## config.mk

```make
export PLATFORM = sky130hd
export DESIGN_NAME = i2c_master_register_access_unit_flat
export DESIGN_NICKNAME = d
export VERILOG_FILES = /design/src/design/i2cra_pkg.sv /design/src/design/i2cra_if.sv /design/src/design/i2cra_engine.sv /design/src/design/i2c_master_register_access_unit.sv /design/src/flat_wrapper.sv
export SDC_FILE = /design/constraint.sdc
export NUM_CORES = 1
export LEC_CHECK = 0
export BUFFER_PORTS_ARGS = -buffer_cell sky130_fd_sc_hd__buf_2
export CAP_MARGIN = 20
export CORE_UTILIZATION = 37
export DETAILED_ROUTE_END_ITERATION = 6
export GPL_TIMING_DRIVEN = 0
export PLACE_DENSITY = 0.64
export SETUP_SLACK_MARGIN = 0.5
export SYNTH_ARGS = -nofsm -noshare
export SYNTH_HDL_FRONTEND = slang
export SYNTH_SLANG_ARGS = --single-unit
```

## constraint.sdc

```tcl
create_clock -name clk_i -period 5.45 [get_ports clk_i]
set_clock_uncertainty 0.15 [all_clocks]
set_input_delay 0.8175 -clock clk_i [delete_from_list [all_inputs] [get_ports clk_i]]
set_output_delay 0.8175 -clock clk_i [all_outputs]
set_load 0.05 [all_outputs]
```

## src/design/i2cra_pkg.sv

```systemverilog
`timescale 1ns / 1ps
// shared types, constants and helper functions of the i2c master register access unit
// no dependencies

package i2cra_pkg;

  // bus timer width and register port sizes
  localparam int DelayBits   = 16;
  localparam int HalfBits    = 16;
  localparam int CfgIdxBits  = 2;
  localparam int CfgDataBits = 16;

  localparam logic [HalfBits-1:0] HalfPeriodReset = 16'd250;

  // configuration register indexes
  localparam logic [CfgIdxBits-1:0] CfgHalfPeriod = 2'd0;
  localparam logic [CfgIdxBits-1:0] CfgEnable     = 2'd1;

  // request codes
  localparam logic [1:0] CmdNone  = 2'd0;
  localparam logic [1:0] CmdRead  = 2'd1;
  localparam logic [1:0] CmdWrite = 2'd2;

  // sequence step code while no transaction runs
  localparam logic [5:0] StepIdle = 6'd63;

  localparam logic [7:0] MsbMask = 8'h80;
  localparam logic [7:0] ReadBit = 8'h01;
  localparam logic [7:0] ZeroByte = 8'h00;

  // kind of one segment of a transaction
  typedef enum logic [2:0] {
    KindStart,
    KindWbyte,
    KindRbyte,
    KindStop,
    KindEnd
  } kind_e;

  typedef struct packed {
    logic [1:0] command;
    logic [7:0] device_address;
    logic [7:0] register_address;
    logic [7:0] write_data;
    logic       sda_in;
  } in_item_t;

  typedef struct packed {
    logic       scl_level;
    logic       sda_pull_low;
    logic       busy_res;
    logic       done_res;
    logic [7:0] read_data;
    logic       no_ack;
  } out_item_t;

  // segment order of a write and of a read transaction
  function automatic kind_e seg_kind(input logic [2:0] seg, input logic is_read);
    kind_e k;
    k = KindEnd;
    if (is_read) begin
      case (seg)
        3'd0: k = KindStart;
        3'd1: k = KindWbyte;
        3'd2: k = KindWbyte;
        3'd3: k = KindStart;
        3'd4: k = KindWbyte;
        3'd5: k = KindRbyte;
        3'd6: k = KindStop;
        default: k = KindEnd;
      endcase
    end else begin
      case (seg)
        3'd0: k = KindStart;
        3'd1: k = KindWbyte;
        3'd2: k = KindWbyte;
        3'd3: k = KindWbyte;
        3'd4: k = KindStop;
        default: k = KindEnd;
      endcase
    end
    return k;
  endfunction

  // phase hold: saturate to the timer width, at least one tick
  function automatic logic [DelayBits-1:0] delay_load(input logic [HalfBits-1:0] hp);
    logic [31:0] ext;
    logic [31:0] lim;
    ext = 32'(hp);
    lim = 32'({DelayBits{1'b1}});
    if (ext > lim) ext = lim;
    if (ext == 32'd0) ext = 32'd1;
    return DelayBits'(ext);
  endfunction

endpackage

```

## src/design/i2cra_if.sv

```systemverilog
`timescale 1ns / 1ps
// valid/ready channel interfaces for tick items, results and register writes
// depends on i2cra_pkg

interface i2cra_in_if;
  logic       valid;
  logic       ready;
  logic [1:0] command;
  logic [7:0] device_address;
  logic [7:0] register_address;
  logic [7:0] write_data;
  logic       sda_in;

  modport source (output valid, command, device_address, register_address, write_data,
                  sda_in, input ready);
  modport sink (input valid, command, device_address, register_address, write_data,
                sda_in, output ready);
endinterface

interface i2cra_out_if;
  logic       valid;
  logic       ready;
  logic       scl_level;
  logic       sda_pull_low;
  logic       busy_res;
  logic       done_res;
  logic [7:0] read_data;
  logic       no_ack;

  modport source (output valid, scl_level, sda_pull_low, busy_res, done_res, read_data,
                  no_ack, input ready);
  modport sink (input valid, scl_level, sda_pull_low, busy_res, done_res, read_data,
                no_ack, output ready);
endinterface

interface i2cra_cfg_if;
  logic                               valid;
  logic                               ready;
  logic [i2cra_pkg::CfgIdxBits-1:0]  reg_index;
  logic [i2cra_pkg::CfgDataBits-1:0] wdata;

  modport source (output valid, reg_index, wdata, input ready);
  modport sink (input valid, reg_index, wdata, output ready);
endinterface

```

## src/design/i2cra_engine.sv

```systemverilog
`timescale 1ns / 1ps
// bus sequencer: holds the transaction state and advances it by one tick per beat
// depends on i2cra_pkg

module i2cra_engine (
  input  logic                               clk_i,
  input  logic                               rst_ni,
  input  logic                               step_i,
  input  i2cra_pkg::in_item_t                in_item_i,
  input  logic [i2cra_pkg::HalfBits-1:0]     half_period_i,
  input  logic                               enable_i,
  output i2cra_pkg::out_item_t               res_o
);

  logic [5:0]                         step_q, step_d;
  logic [i2cra_pkg::DelayBits-1:0]    cnt_q, cnt_d;
  logic [7:0]                         shift_q, shift_d;
  logic [3:0]                         bit_q, bit_d;
  logic                               is_read_q, is_read_d;
  logic [7:0]                         dev_q, dev_d;
  logic [7:0]                         reg_q, reg_d;
  logic [7:0]                         val_q, val_d;
  logic [7:0]                         last_q, last_d;
  logic                               ack_q, ack_d;
  logic                               scl_q, scl_d;
  logic                               sda_q, sda_d;

  logic                               done;
  logic                               enter;
  logic [2:0]                         enter_seg;
  logic                               set_ph;
  logic [2:0]                         new_ph;
  logic                               apply;
  logic [2:0]                         seg_cur;
  logic [2:0]                         ph_cur;
  logic [2:0]                         ph_a;
  i2cra_pkg::kind_e                   kind_c;
  i2cra_pkg::kind_e                   kind_n;
  i2cra_pkg::kind_e                   kind_a;
  logic [7:0]                         byte_sel;

  assign seg_cur = step_q[5:3];
  assign ph_cur  = step_q[2:0];

  // next state for one tick
  always_comb begin
    step_d    = step_q;
    cnt_d     = cnt_q;
    shift_d   = shift_q;
    bit_d     = bit_q;
    is_read_d = is_read_q;
    dev_d     = dev_q;
    reg_d     = reg_q;
    val_d     = val_q;
    last_d    = last_q;
    ack_d     = ack_q;
    scl_d     = scl_q;
    sda_d     = sda_q;
    done      = 1'b0;
    enter     = 1'b0;
    enter_seg = seg_cur;
    set_ph    = 1'b0;
    new_ph    = ph_cur;
    apply     = 1'b0;
    kind_c    = i2cra_pkg::seg_kind(seg_cur, is_read_q);
    kind_n    = i2cra_pkg::KindEnd;
    kind_a    = i2cra_pkg::KindEnd;
    ph_a      = 3'd0;
    byte_sel  = i2cra_pkg::ZeroByte;

    // enable, request latch, hold countdown or phase end
    if (!enable_i) begin
      step_d = i2cra_pkg::StepIdle;
      cnt_d  = '0;
      scl_d  = 1'b1;
      sda_d  = 1'b0;
    end else if (step_q == i2cra_pkg::StepIdle) begin
      if (in_item_i.command == i2cra_pkg::CmdRead ||
          in_item_i.command == i2cra_pkg::CmdWrite) begin
        is_read_d = (in_item_i.command == i2cra_pkg::CmdRead);
        dev_d     = in_item_i.device_address;
        reg_d     = in_item_i.register_address;
        val_d     = in_item_i.write_data;
        if (is_read_d) ack_d = 1'b0;
        enter     = 1'b1;
        enter_seg = 3'd0;
      end
    end else if (cnt_q > i2cra_pkg::DelayBits'(1)) begin
      cnt_d = cnt_q - i2cra_pkg::DelayBits'(1);
    end else begin
      case (kind_c)
        i2cra_pkg::KindStart, i2cra_pkg::KindStop: begin
          if (ph_cur >= 3'd5) begin
            enter     = 1'b1;
            enter_seg = seg_cur + 3'd1;
          end else begin
            set_ph = 1'b1;
            new_ph = ph_cur + 3'd1;
          end
        end
        i2cra_pkg::KindWbyte: begin
          if (ph_cur == 3'd2) begin
            shift_d = {shift_q[6:0], 1'b0};
            bit_d   = bit_q + 4'd1;
            set_ph  = 1'b1;
            new_ph  = (bit_d < 4'd8) ? 3'd0 : 3'd3;
          end else begin
            if (ph_cur == 3'd5 && !is_read_q) ack_d = in_item_i.sda_in;
            if (ph_cur >= 3'd6) begin
              enter     = 1'b1;
              enter_seg = seg_cur + 3'd1;
            end else begin
              set_ph = 1'b1;
              new_ph = ph_cur + 3'd1;
            end
          end
        end
        i2cra_pkg::KindRbyte: begin
          case (ph_cur)
            3'd0: begin
              shift_d = {shift_q[6:0], in_item_i.sda_in};
              set_ph  = 1'b1;
              new_ph  = 3'd1;
            end
            3'd1: begin
              bit_d  = bit_q + 4'd1;
              set_ph = 1'b1;
              new_ph = (bit_d < 4'd8) ? 3'd0 : 3'd2;
            end
            3'd2: begin
              set_ph = 1'b1;
              new_ph = 3'd3;
            end
            default: begin
              last_d    = shift_q;
              enter     = 1'b1;
              enter_seg = seg_cur + 3'd1;
            end
          endcase
        end
        default: begin
          enter     = 1'b1;
          enter_seg = seg_cur + 3'd1;
        end
      endcase
    end

    // entering a segment: load its byte or finish
    if (enter) begin
      kind_n = i2cra_pkg::seg_kind(enter_seg, is_read_d);
      if (enter_seg == 3'd1) byte_sel = dev_d;
      else if (enter_seg == 3'd2) byte_sel = reg_d;
      else if (is_read_d) byte_sel = dev_d | i2cra_pkg::ReadBit;
      else byte_sel = val_d;
      if (kind_n == i2cra_pkg::KindEnd) begin
        step_d = i2cra_pkg::StepIdle;
        cnt_d  = '0;
        done   = 1'b1;
      end else begin
        step_d  = {enter_seg, 3'd0};
        bit_d   = 4'd0;
        shift_d = (kind_n == i2cra_pkg::KindWbyte) ? byte_sel : i2cra_pkg::ZeroByte;
        apply   = 1'b1;
      end
    end

    if (set_ph) begin
      step_d = {seg_cur, new_ph};
      apply  = 1'b1;
    end

    // pin change of the new phase and its hold
    if (apply) begin
      kind_a = i2cra_pkg::seg_kind(step_d[5:3], is_read_d);
      ph_a   = step_d[2:0];
      case (kind_a)
        i2cra_pkg::KindStart: begin
          if (ph_a == 3'd0 || ph_a == 3'd2) scl_d = 1'b1;
          else if (ph_a == 3'd4) scl_d = 1'b0;
          else sda_d = (ph_a == 3'd3);
        end
        i2cra_pkg::KindStop: begin
          if (ph_a == 3'd0) scl_d = 1'b0;
          else if (ph_a == 3'd2 || ph_a == 3'd4) scl_d = 1'b1;
          else sda_d = (ph_a != 3'd5);
        end
        i2cra_pkg::KindWbyte: begin
          if (ph_a == 3'd0 || ph_a == 3'd3 || ph_a == 3'd6) scl_d = 1'b0;
          else if (ph_a == 3'd2 || ph_a == 3'd5) scl_d = 1'b1;
          else if (ph_a == 3'd1) sda_d = ((shift_d & i2cra_pkg::MsbMask) == i2cra_pkg::ZeroByte);
          else sda_d = 1'b0;
        end
        i2cra_pkg::KindRbyte: begin
          scl_d = (ph_a == 3'd0 || ph_a == 3'd2);
        end
        default: begin
          scl_d = scl_q;
        end
      endcase
      cnt_d = i2cra_pkg::delay_load(half_period_i);
    end
  end

  // state registers
  always_ff @(posedge clk_i or negedge rst_ni) begin
    if (!rst_ni) begin
      step_q    <= i2cra_pkg::StepIdle;
      cnt_q     <= '0;
      shift_q   <= '0;
      bit_q     <= '0;
      is_read_q <= 1'b0;
      dev_q     <= '0;
      reg_q     <= '0;
      val_q     <= '0;
      last_q    <= '0;
      ack_q     <= 1'b0;
      scl_q     <= 1'b1;
      sda_q     <= 1'b0;
    end else if (step_i) begin
      step_q    <= step_d;
      cnt_q     <= cnt_d;
      shift_q   <= shift_d;
      bit_q     <= bit_d;
      is_read_q <= is_read_d;
      dev_q     <= dev_d;
      reg_q     <= reg_d;
      val_q     <= val_d;
      last_q    <= last_d;
      ack_q     <= ack_d;
      scl_q     <= scl_d;
      sda_q     <= sda_d;
    end
  end

  // result of this tick
  always_comb begin
    res_o.scl_level    = scl_d;
    res_o.sda_pull_low = sda_d;
    res_o.busy_res     = (step_d != i2cra_pkg::StepIdle);
    res_o.done_res     = done;
    res_o.read_data    = last_d;
    res_o.no_ack       = ack_d;
  end

endmodule

```

## src/design/i2c_master_register_access_unit.sv

```systemverilog
`timescale 1ns / 1ps
// an accepted tick beat is held in the input register, and its result in the result register
// throughput: one tick beat per cycle while results are taken; the sequencer state advances once per beat
// an empty input register lets a new beat in while a finished result waits to be taken
// reset: pipeline empty, bus idle with scl high and sda released, half_period 250,
// enable 0; depends on i2cra_pkg, i2cra_if and i2cra_engine

module i2c_master_register_access_unit (
  input  logic              clk_i,
  input  logic              rst_ni,
  i2cra_in_if.sink          in_ch,
  i2cra_out_if.source       out_ch,
  i2cra_cfg_if.sink         cfg_ch
);

  logic                              s1_valid_q;
  i2cra_pkg::in_item_t               s1_item_q;
  logic                              out_valid_q;
  i2cra_pkg::out_item_t              out_item_q;
  logic [i2cra_pkg::HalfBits-1:0]    half_period_q;
  logic                              enable_q;
  logic                              advance;
  logic                              in_beat;
  i2cra_pkg::out_item_t              res;

  // handshake
  assign advance     = s1_valid_q && (!out_valid_q || out_ch.ready);
  assign in_ch.ready = !s1_valid_q || advance;
  assign in_beat     = in_ch.valid && in_ch.ready;
  assign cfg_ch.ready = 1'b1;

  // input register
  always_ff @(posedge clk_i or negedge rst_ni) begin
    if (!rst_ni) begin
      s1_valid_q <= 1'b0;
    end else if (in_beat) begin
      s1_valid_q <= 1'b1;
    end else if (advance) begin
      s1_valid_q <= 1'b0;
    end
  end

  always_ff @(posedge clk_i) begin
    if (in_beat) begin
      s1_item_q.command          <= in_ch.command;
      s1_item_q.device_address   <= in_ch.device_address;
      s1_item_q.register_address <= in_ch.register_address;
      s1_item_q.write_data       <= in_ch.write_data;
      s1_item_q.sda_in           <= in_ch.sda_in;
    end
  end

  // configuration registers
  always_ff @(posedge clk_i or negedge rst_ni) begin
    if (!rst_ni) begin
      half_period_q <= i2cra_pkg::HalfPeriodReset;
      enable_q      <= 1'b0;
    end else if (cfg_ch.valid) begin
      case (cfg_ch.reg_index)
        i2cra_pkg::CfgHalfPeriod: half_period_q <= cfg_ch.wdata;
        i2cra_pkg::CfgEnable:     enable_q      <= cfg_ch.wdata[0];
        default:                  enable_q      <= enable_q;
      endcase
    end
  end

  // sequencer
  i2cra_engine u_engine (
    .clk_i         (clk_i),
    .rst_ni        (rst_ni),
    .step_i        (advance),
    .in_item_i     (s1_item_q),
    .half_period_i (half_period_q),
    .enable_i      (enable_q),
    .res_o         (res)
  );

  // result register
  always_ff @(posedge clk_i or negedge rst_ni) begin
    if (!rst_ni) begin
      out_valid_q <= 1'b0;
    end else if (advance) begin
      out_valid_q <= 1'b1;
    end else if (out_ch.ready) begin
      out_valid_q <= 1'b0;
    end
  end

  always_ff @(posedge clk_i) begin
    if (advance) begin
      out_item_q <= res;
    end
  end

  assign out_ch.valid        = out_valid_q;
  assign out_ch.scl_level    = out_item_q.scl_level;
  assign out_ch.sda_pull_low = out_item_q.sda_pull_low;
  assign out_ch.busy_res     = out_item_q.busy_res;
  assign out_ch.done_res     = out_item_q.done_res;
  assign out_ch.read_data    = out_item_q.read_data;
  assign out_ch.no_ack       = out_item_q.no_ack;

endmodule

```

## src/flat_wrapper.sv

```systemverilog
// flat-port wrapper written by rule: the top's interface ports become plain ports
module i2c_master_register_access_unit_flat 
  (clk_i, rst_ni, in_ch_valid, in_ch_command, in_ch_device_address, in_ch_register_address, in_ch_write_data, in_ch_sda_in, in_ch_ready, out_ch_valid, out_ch_scl_level, out_ch_sda_pull_low, out_ch_busy_res, out_ch_done_res, out_ch_read_data, out_ch_no_ack, out_ch_ready, cfg_ch_valid, cfg_ch_reg_index, cfg_ch_wdata, cfg_ch_ready);
  i2cra_in_if in_ch_i ();
  i2cra_out_if out_ch_i ();
  i2cra_cfg_if cfg_ch_i ();
  input  logic clk_i;
  input  logic rst_ni;
  input wire logic [$bits(in_ch_i.valid)-1:0] in_ch_valid;
  input wire logic [$bits(in_ch_i.command)-1:0] in_ch_command;
  input wire logic [$bits(in_ch_i.device_address)-1:0] in_ch_device_address;
  input wire logic [$bits(in_ch_i.register_address)-1:0] in_ch_register_address;
  input wire logic [$bits(in_ch_i.write_data)-1:0] in_ch_write_data;
  input wire logic [$bits(in_ch_i.sda_in)-1:0] in_ch_sda_in;
  output wire logic [$bits(in_ch_i.ready)-1:0] in_ch_ready;
  output wire logic [$bits(out_ch_i.valid)-1:0] out_ch_valid;
  output wire logic [$bits(out_ch_i.scl_level)-1:0] out_ch_scl_level;
  output wire logic [$bits(out_ch_i.sda_pull_low)-1:0] out_ch_sda_pull_low;
  output wire logic [$bits(out_ch_i.busy_res)-1:0] out_ch_busy_res;
  output wire logic [$bits(out_ch_i.done_res)-1:0] out_ch_done_res;
  output wire logic [$bits(out_ch_i.read_data)-1:0] out_ch_read_data;
  output wire logic [$bits(out_ch_i.no_ack)-1:0] out_ch_no_ack;
  input wire logic [$bits(out_ch_i.ready)-1:0] out_ch_ready;
  input wire logic [$bits(cfg_ch_i.valid)-1:0] cfg_ch_valid;
  input wire logic [$bits(cfg_ch_i.reg_index)-1:0] cfg_ch_reg_index;
  input wire logic [$bits(cfg_ch_i.wdata)-1:0] cfg_ch_wdata;
  output wire logic [$bits(cfg_ch_i.ready)-1:0] cfg_ch_ready;
  assign in_ch_i.valid = in_ch_valid;
  assign in_ch_i.command = in_ch_command;
  assign in_ch_i.device_address = in_ch_device_address;
  assign in_ch_i.register_address = in_ch_register_address;
  assign in_ch_i.write_data = in_ch_write_data;
  assign in_ch_i.sda_in = in_ch_sda_in;
  assign in_ch_ready = in_ch_i.ready;
  assign out_ch_valid = out_ch_i.valid;
  assign out_ch_scl_level = out_ch_i.scl_level;
  assign out_ch_sda_pull_low = out_ch_i.sda_pull_low;
  assign out_ch_busy_res = out_ch_i.busy_res;
  assign out_ch_done_res = out_ch_i.done_res;
  assign out_ch_read_data = out_ch_i.read_data;
  assign out_ch_no_ack = out_ch_i.no_ack;
  assign out_ch_i.ready = out_ch_ready;
  assign cfg_ch_i.valid = cfg_ch_valid;
  assign cfg_ch_i.reg_index = cfg_ch_reg_index;
  assign cfg_ch_i.wdata = cfg_ch_wdata;
  assign cfg_ch_ready = cfg_ch_i.ready;
  i2c_master_register_access_unit u_core (.clk_i(clk_i), .rst_ni(rst_ni), .in_ch(in_ch_i), .out_ch(out_ch_i), .cfg_ch(cfg_ch_i));
endmodule
```

## Word-level counts from Yosys, hierarchy flattened

Index checks and enable logic that the tools add are counted.

| word-level totals | value |
|---|---|
| input port bits | 50 |
| output and inout bits | 16 |
| flip-flop bits (word level) | 129 |

| operators by class | value |
|---|---|
| add/subtract/negate cells | 4 |
| eq/ne operators | 41 |
| reductions and logical operators | 39 |
| muxes and demuxes | 130 |
| magnitude comparators | 4 |

Operators by type and width:

| operator | count |
|---|---|
| $mux 8 | 25 |
| $mux 16 | 7 |
| $mux 3 | 19 |
| $pmux 3 s3 | 6 |
| $mux 1 | 51 |
| $eq 3x3->1 const B | 14 |
| $eq 3x2->1 const B | 13 |
| $pmux 3 s4 | 3 |
| $mux 4 | 7 |
| $eq 3x1->1 const B | 8 |
| $mux 6 | 4 |
| $logic_not 3->1 | 7 |
| $reduce_or 3->1 | 7 |
| $gt 16x1->1 const B | 1 |
| $logic_not 16->1 | 1 |
| $pmux 8 s2 | 1 |
| $sub 16x1->16 const B | 1 |
| $pmux 1 s3 | 3 |
| $logic_not 8->1 | 1 |
| $logic_or 1x1->1 | 8 |
| $pmux 4 s2 | 1 |
| $reduce_or 2->1 | 4 |
| $add 3x1->3 const B | 2 |
| $eq 6x6->1 const B | 1 |
| other kinds (14) | 23 |

## Logic depth before layout (Yosys ltp)

Gate-level depths: netlist of run 1.

| depth | value |
|---|---|
| word-level depth | 27 |
| mapped depth | 18 |
| mapped depth without buffers | 15 |

## Modules after synthesis

A second synthesis of run 1 with hierarchy kept.

| unflattened totals | value |
|---|---|
| cell total of the unflattened synthesis | 730 |
| area, all modules | 7412.1 um^2 |

Modules (own cells, without submodules):

| module | area each (um^2) | cells an instance | times used |
|---|---|---|---|
| i2cra_engine | 5445.2 | 643 | 1 |
| i2c_master_register_access_unit | 1966.9 | 87 | 1 |

## Worst setup path before layout of run 1

No wires, ideal clock.

| timing | value |
|---|---|
| kind | register to register |
| from | register u_core.u_engine.step_q[5] |
| to | register u_core.out_item_q (netlist bit u_core.out_ch.sda_pull_low), data pin |
| data arrival time | 4.111 ns |
| path slack | 0.929 ns |
| stages on the path, launching flop included | 18 |
| data required time | 5.040 ns |
| cell sequence | dfstp_2 > clkbuf_1 > inv_1 > ha_1 > nor3b_1 > a41o_1 > a211oi_1 > o211ai_2 > a211o_1 > buf_6 > nor3_2 > o32ai_1 > a211oi_2 > inv_1 > mux2i_1 > a22oi_1 > a311o_1 > mux2_2 |

RTL lines:

| what | line | text |
|---|---|---|
| from (decl) | i2cra_engine.sv:15 | `logic [5:0] step_q, step_d;` |
| from (signal assigned) | i2cra_engine.sv:207 | `step_q <= i2cra_pkg::StepIdle;` |
| from (signal assigned) | i2cra_engine.sv:220 | `step_q <= step_d;` |
| to (signal assigned) | i2c_master_register_access_unit.sv:91 | `out_item_q <= res;` |
| to (decl) | i2c_master_register_access_unit.sv:19 | `i2cra_pkg::out_item_t out_item_q;` |

==> metrics, run 1 <==
Clk pin slew, worst setup/hold paths 0.06 ns; Area growth, synth to finish 22.3%; RSZ-0062 raised after global routing yes; min setup slack post-route 0.548 ns; flop-to-flop setup slack approximately 0.55 ns; design area ~9000 um^2; Rel. slew slack 0.331; die width 143 um; synthesized area per cell around 9.5 um^2; data arrival time of the worst path 4.92 ns; post-DR wirelength/cell 17.2 um; clk root buf clkbuf_16; I/O pin count 66; Num CTS Buffers 17; placed cell areas 7990 um^2; Routed Antenna Nets 0; worst skew pair latency roughly 0.42 ns; pins over their slew limit 0; Worst setup SP type flip-flop; Final min period around 5 ns; r2r endpoint u_core.out_ch.sda_pull_low; Synth warnings 0; Worst Path Max Fanout 9; GP Congestion 0.930; combinational power share 0.351; unique cell type count in the Yosys netlist 69; worst slack, placed -0.204 ns; Die Height around 140 um; vias 6369; Pwr Density 436 nW/um^2; CTS tree yes; Vias/cell 5.57; Sink Count 129; internal power roughly 0.0025 W; Max clock buf depth 2; outcome completed; TNS Setup 0 ns; mapped cell area ~7300 um^2; port bufs 64; R2R cell count 17; Initial DRT Pass Iterations 6; proportion of synthesized chip area in sequential cells 0.471; GRT Resource Usage Total 0.197; Psw 0.00142 W; Final Hold Viols 0; Primary FF master, synth dfrtp_1; DRC viols 0; power share of the clock group 0.305; num rows 51; post-DP HPWL 14.2 mm; crit path kind reg -> reg; final core occ 0.461; setup violators final 0; Worst Max-Slew Pin Slew 1.00 ns; H-tree level count 4; Net Sw Frac 0.363; Mapped Cells 768; top cells by area, synth dfrtp_1, edfxtp_1, mux2_2; layout cell share with drive strength beyond 1 0.251; Fmax just over 200 MHz; CORE AREA 19400 um^2; die area just over 20000 um^2; post-synth top area share 0.260; Reg power frac 0.344; pin count of the biggest net entering global routing approximately 70; crit end category flip-flop; grt total ovfl 0; Hold Slack 0.145 ns; first-pass GRT wire length 30.4 mm; Yosys reg bits 129; initial antenna violation count 0; initial core utilization 0.377; number of DRC markers in iteration 0 387; Synth area leader dfrtp_1; vias in the first global route just under 6000; Hold Buf Count CTS 0; VDD IR-drop max 0.000338 V; Post-synth ARST share 0.690; fin crit share 0.899; Mapped Nets between 800 and 900; ANT cells 0; hold crit path type in -> async; post-layout net count 930; EDFF count, synth 40; total wire length 19.7 mm; Reg-to-Reg Start u_core.u_engine.cnt_q[2]; Critical Path RT 5.47 ns; Static Leak 3.62 nW; max_cap viols 0
-- stage by stage --
stage,power [W],cells
finish,0.00390,1144
global route,0.00412,1144
CTS,0.00380,1133
detailed placement,0.00256,1098
global placement,0.00255,1097
floorplan,0.00222,768
-- cell usage in the layout (no fill, tap or decap), types with 4 or more instances in the layout --
cell type / Yosys / final
and3_1: 6 / 6
o21ai_1: 6 / 6
a311oi_1: 8 / 7
or3_1: 8 / 7
a22oi_1: 14 / 13
bufinv_16: 0 / 4
nand2b_1: 14 / 14
o22ai_1: 12 / 12
dfrtp_1: 76 / 76
or4_1: 5 / 5
clkbuf_1: 30 / 27
inv_1: 18 / 18
ha_1: 14 / 14
o31ai_1: 9 / 8
edfxtp_1: 40 / 40
mux2i_1: 12 / 9
buf_4: 1 / 17
nor4_1: 10 / 9
nor3_1: 21 / 19
buf_2: 0 / 63
clkbuf_16: 0 / 17
o211ai_1: 4 / 4
a31oi_1: 13 / 12
a211o_1: 4 / 4
o21ai_0: 60 / 57
nor2_1: 60 / 58
a211oi_2: 2 / 5
nand3_1: 21 / 21
mux2_2: 52 / 52
nand2_1: 130 / 130
a21oi_1: 36 / 35
dfstp_2: 13 / 13
-- cells in the mapped netlist, drive strengths merged, types with 18 or more instances --
cell and number:
a21oi 36, clkbuf 30, dfrtp 76, edfxtp 40, inv 18, mux2 52, nand2 130, nand3 21
nor2 60, nor3 23, o21ai 66
-- flip-flops by register name, summed over array words and instances, names as in the netlist, 4 cells and up --
| register | count |
|---|---|
| u_core.u_engine.shift_q | 8 |
| u_core.u_engine.bit_q | 4 |
| u_core.u_engine.step_q | 6 |
| u_core.u_engine.dev_q | 8 |
| u_core.u_engine.reg_q | 8 |
| u_core.u_engine.last_q | 8 |
| u_core.out_ch.read_data | 8 |
| u_core.u_engine.val_q | 8 |
| u_core.half_period_q | 16 |
| u_core.u_engine.cnt_q | 16 |
| u_core.s1_item_q | 27 |
-- cell families (layout without fill, tap and decap cells) --
kind of cell,count (synthesis),after routing,synth area share
AND/OR/NAND/NOR,299,299,0.190
other,1,1,0.000513
AO/OA/AOI/OAI,202,202,0.181
flip-flops,129,129,0.471
adder cells (fa/ha/maj),15,15,0.0253
multiplexers,64,64,0.0965
buffers and inverters,55,166,0.0318
XOR/XNOR,3,3,0.00359
-- critical path, cell delays in order, from the launching register on --
cell	delay (ns)
dfrtp_1	0.37
buf_6	0.13
or4_4	0.49
or3_4	0.35
buf_6	0.15
nor3_2	0.37
o211ai_1	0.16
buf_4	0.19
mux2_2	0.33
a21oi_2	0.25
o21ai_4	0.13
a32oi_2	0.29
buf_4	0.16
nor3_1	0.09
o31ai_4	0.28
a22oi_1	0.11
a311o_1	0.35
mux2_2	0.28
-- power groups by stage --
stage / clock, W / sequential (W) / combinational (W)
floorplan: 0 / 0.00134 / 0.000882
global placement: 0 / 0.00135 / 0.00120
detailed placement: 0 / 0.00135 / 0.00121
CTS: 0.00121 / 0.00134 / 0.00125
global route: 0.00125 / 0.00136 / 0.00150
finish: 0.00119 / 0.00134 / 0.00137
-- worst max-delay path by stage --
| stage | from | to | slack (ns) | cells after the start |
|---|---|---|---|---|
| 2_1_floorplan | u_core.u_engine.step_q[5] | u_core.out_ch.sda_pull_low | 0.93 | 17 |
| 3_3_place_gp | u_core.u_engine.step_q[0] | u_core.out_ch.sda_pull_low | -0.20 | 18 |
| 3_5_place_dp | u_core.u_engine.step_q[0] | u_core.out_ch.sda_pull_low | -0.20 | 18 |
| 4_1_cts | u_core.u_engine.step_q[5] | u_core.out_ch.scl_level | 0.50 | 16 |
| 5_1_grt | u_core.u_engine.step_q[0] | u_core.out_ch.sda_pull_low | 0.42 | 19 |
| 6_report | u_core.u_engine.cnt_q[2] | u_core.out_ch.sda_pull_low | 0.55 | 17 |
-- timing repair --
action | in CTS | in global routing
hold endpoints to repair | 0 | 0
setup buffers | 3 | 10
endpoints found under the setup margin | 4 | 15
gates resized for setup | 13 | 36
pin swaps | 5 | 13
cloned | 0 | 0
-- layout make-up --
type / count / area [um^2]
inverter: 19 / 71.3
sequential: 129 / 3440
clock inverter: 13 / 186
tap: 265 / 332
multi-input combinational: 584 / 3820
buffer: 36 / 175
timing repair buffer: 79 / 475
fill: 1877 / 10500
clock buffer: 19 / 433
-- routing by layer --
layer / wire length, um / vias to the layer above / global-route usage
met5: 0 / - / 0
met4: 465 / 0 / 0.0775
met3: 1180 / 34 / 0.0448
met2: 8880 / 216 / 0.295
met1: 9180 / 3069 / 0.274
li1: - / 3050 / -
(Power assumes the default switching activity.)
==> run 2: changes to the inputs <==
ABC_AREA = 1   (was not set)
CTS_CLUSTER_DIAMETER = 120   (was not set)
clock period = 5.4 ns   (was 5.45 ns; I/O delays follow)
==> metrics, run 2 <==
outcome completed; die width 146 um; Mapped Cells 931; mux contribution to synthesized area 0.0378; hold crit path type in -> async; Max clock buf depth 2; I/O pin count 66; Worst setup SP type flip-flop; Synth area leader dfrtp_1; EDFF count, synth 40; Final min period 4.03 ns; Clk pin slew, worst setup/hold paths 0.06 ns; Area growth, synth to finish 17.4%; crit path kind reg -> reg; data arrival time of the worst path 4.06 ns; Yosys reg bits 129; post-layout net count roughly 1100; post-synth top area share 0.250; register area 3440 um^2; proportion of synthesized chip area in sequential cells 0.452; Routed Antenna Nets 0; total wire length between 20 and 25 mm; GP Congestion 0.923; Rel. slew slack 0.506; Hold Buf Count CTS 0; pins over their slew limit 0; port bufs 64; initial antenna violation count 0; Fillers 1980; Worst Path Max Fanout 10; initial core utilization 0.377; DP Cell Count 1267; Most flops, register u_core.s1_item_q; setup violators final 0; CORE AREA roughly 20000 um^2; Critical Path RT 5.44 ns; Static Leak 4.05 nW; die area 21200 um^2; ANT cells 0; top cells by area, synth dfrtp_1, edfxtp_1, nand2_1; area occupied by multi-input gates 3600 um^2; CTS tree yes; Num CTS Buffers 17; Mapped Nets between 900 and 1000; Synth Area in Adders 0.0230; vias 6809; most frequent cells in the layout nand2_1, o21ai_0, inv_1, dfrtp_1, nor2_1; vias in the first global route 6327; placed cell areas 8330 um^2; Reg-to-Reg Start u_core.u_engine.step_q[0]; mapped cell area around 7600 um^2; max_cap viols 0; layout cell share with drive strength beyond 1 0.192; Top Registers u_core.s1_item_q (27), u_core.half_period_q (16), u_core.u_engine.cnt_q (16); Fmax 248 MHz; PostCTS Resize Cnt 0; Post-Synth XOR/XNOR Area 0.00689; num rows 52; final std cells w/o fill 1300; Sink Count around 130; Synth Area in Compound Gates 0.154; number of DRC markers in iteration 0 516; R2R cell count 24; unique cell type count in the Yosys netlist 60; Post-synth ARST share 0.690; GRT Resource Usage Total 0.200; Worst Max-Slew Pin Slew 0.741 ns; r2r endpoint u_core.out_ch.scl_level; Primary FF master, synth dfrtp_1; fin crit share 0.746; clk root buf clkbuf_16; Final Hold Viols 0; VDD IR-drop max 0.000277 V; Hold Slack 0.228 ns; Die Height 146 um; H-tree level count 4; Initial DRT Pass Iterations 5; leading cell type in the layout, fill and taps excluded nand2_1; most common cell in the synthesized netlist nand2_1; design area 8950 um^2; post-CTS setup buffer count 0; grt total ovfl 0; TNS Setup 0 ns; crit end category flip-flop; post-DR wirelength/cell about 16 um; post-DP HPWL 14.8 mm; Pwr Density 473 nW/um^2; crit path from u_core.u_engine.step_q[0]; DRC viols 0; worst skew pair latency about 0.44 ns; max reg flops 27; flop-to-flop setup slack 1.37 ns; first-pass GRT wire length 33.1 mm; Synth Area in Simple Gates 0.250; RSZ-0062 raised after global routing no; largest family of logic cells by synthesized area simple AND/OR/NAND/NOR gates; synthesized area per cell 8.19 um^2; Vias/cell ~5.2; Synth warnings 0; Post-synth top cells nand2_1, o21ai_0, inv_1; pin count of the biggest net entering global routing 50
[run 2: layer usage]
layer	vias to the layer above	GRT usage	share of wire	wire (um)
li1	3314	-	-	-
met1	3233	0.271	0.45	9160
met2	228	0.318	0.46	9420
met3	34	0.0401	0.064	1300
met4	0	0.0732	0.022	451
met5	-	0	0	0
[run 2: final cells by class]
type | count | share of cell area
clock buffer | 20 | 0.0547
tap | 270 | 0.0378
inverter | 108 | 0.0453
clock inverter | 12 | 0.0116
buffer | 38 | 0.0196
multi-input combinational | 656 | 0.402
sequential | 129 | 0.385
timing repair buffer | 67 | 0.0439
[run 2: kinds of logic after synthesis]
| family | Yosys count |
|---|---|
| DFF | 129 |
| muxes | 28 |
| xor gates and xnor gates | 6 |
| adders and majority gates | 14 |
| other | 1 |
| AOI/OAI and AO/OA | 195 |
| and+or+nand+nor | 412 |
| buffers and inverters | 146 |
[run 2: worst max-delay path, stage by stage (launching register included)]
cell	delay, ns
dfstp_2	0.61
inv_1	0.13
ha_1	0.25
inv_1	0.11
nor2_1	0.08
nor2_2	0.12
nand2_1	0.12
nand3_1	0.13
nand2_1	0.09
inv_2	0.09
nand3_2	0.11
nand2_1	0.09
nand2_2	0.06
nand2_1	0.07
nand2_1	0.13
nand2_2	0.12
nand2_2	0.07
nand2_4	0.07
nand2_1	0.05
nand2_1	0.15
nand2_1	0.21
inv_1	0.21
buf_2	0.29
nand2_1	0.10
and2_1	0.18
[run 2: report_power, final]
group	internal [W]	switching, W
Combinational	0.000531	0.00111
Clock	0.000669	0.000483
Sequential	0.00126	0.000167
Total	0.00246	0.00177
[run 2: worst max-delay path by stage]
| stage | endpoint |
|---|---|
| floorplan | u_core.out_ch.scl_level |
| global placement | u_core.out_ch.scl_level |
| detailed placement | u_core.out_ch.scl_level |
| CTS | u_core.out_ch.scl_level |
| global route | u_core.out_ch.scl_level |
| finish | u_core.out_ch.scl_level |
[run 2: stage by stage]
step           total power, W  utilization  worst slack, ns
2_1_floorplan         0.00264            -             2.03
3_5_place_dp          0.00306        0.411             1.44
4_1_cts               0.00423        0.441             1.43
5_1_grt               0.00453        0.442             1.08
3_3_place_gp          0.00304        0.409             1.44
6_report              0.00423        0.442             1.37
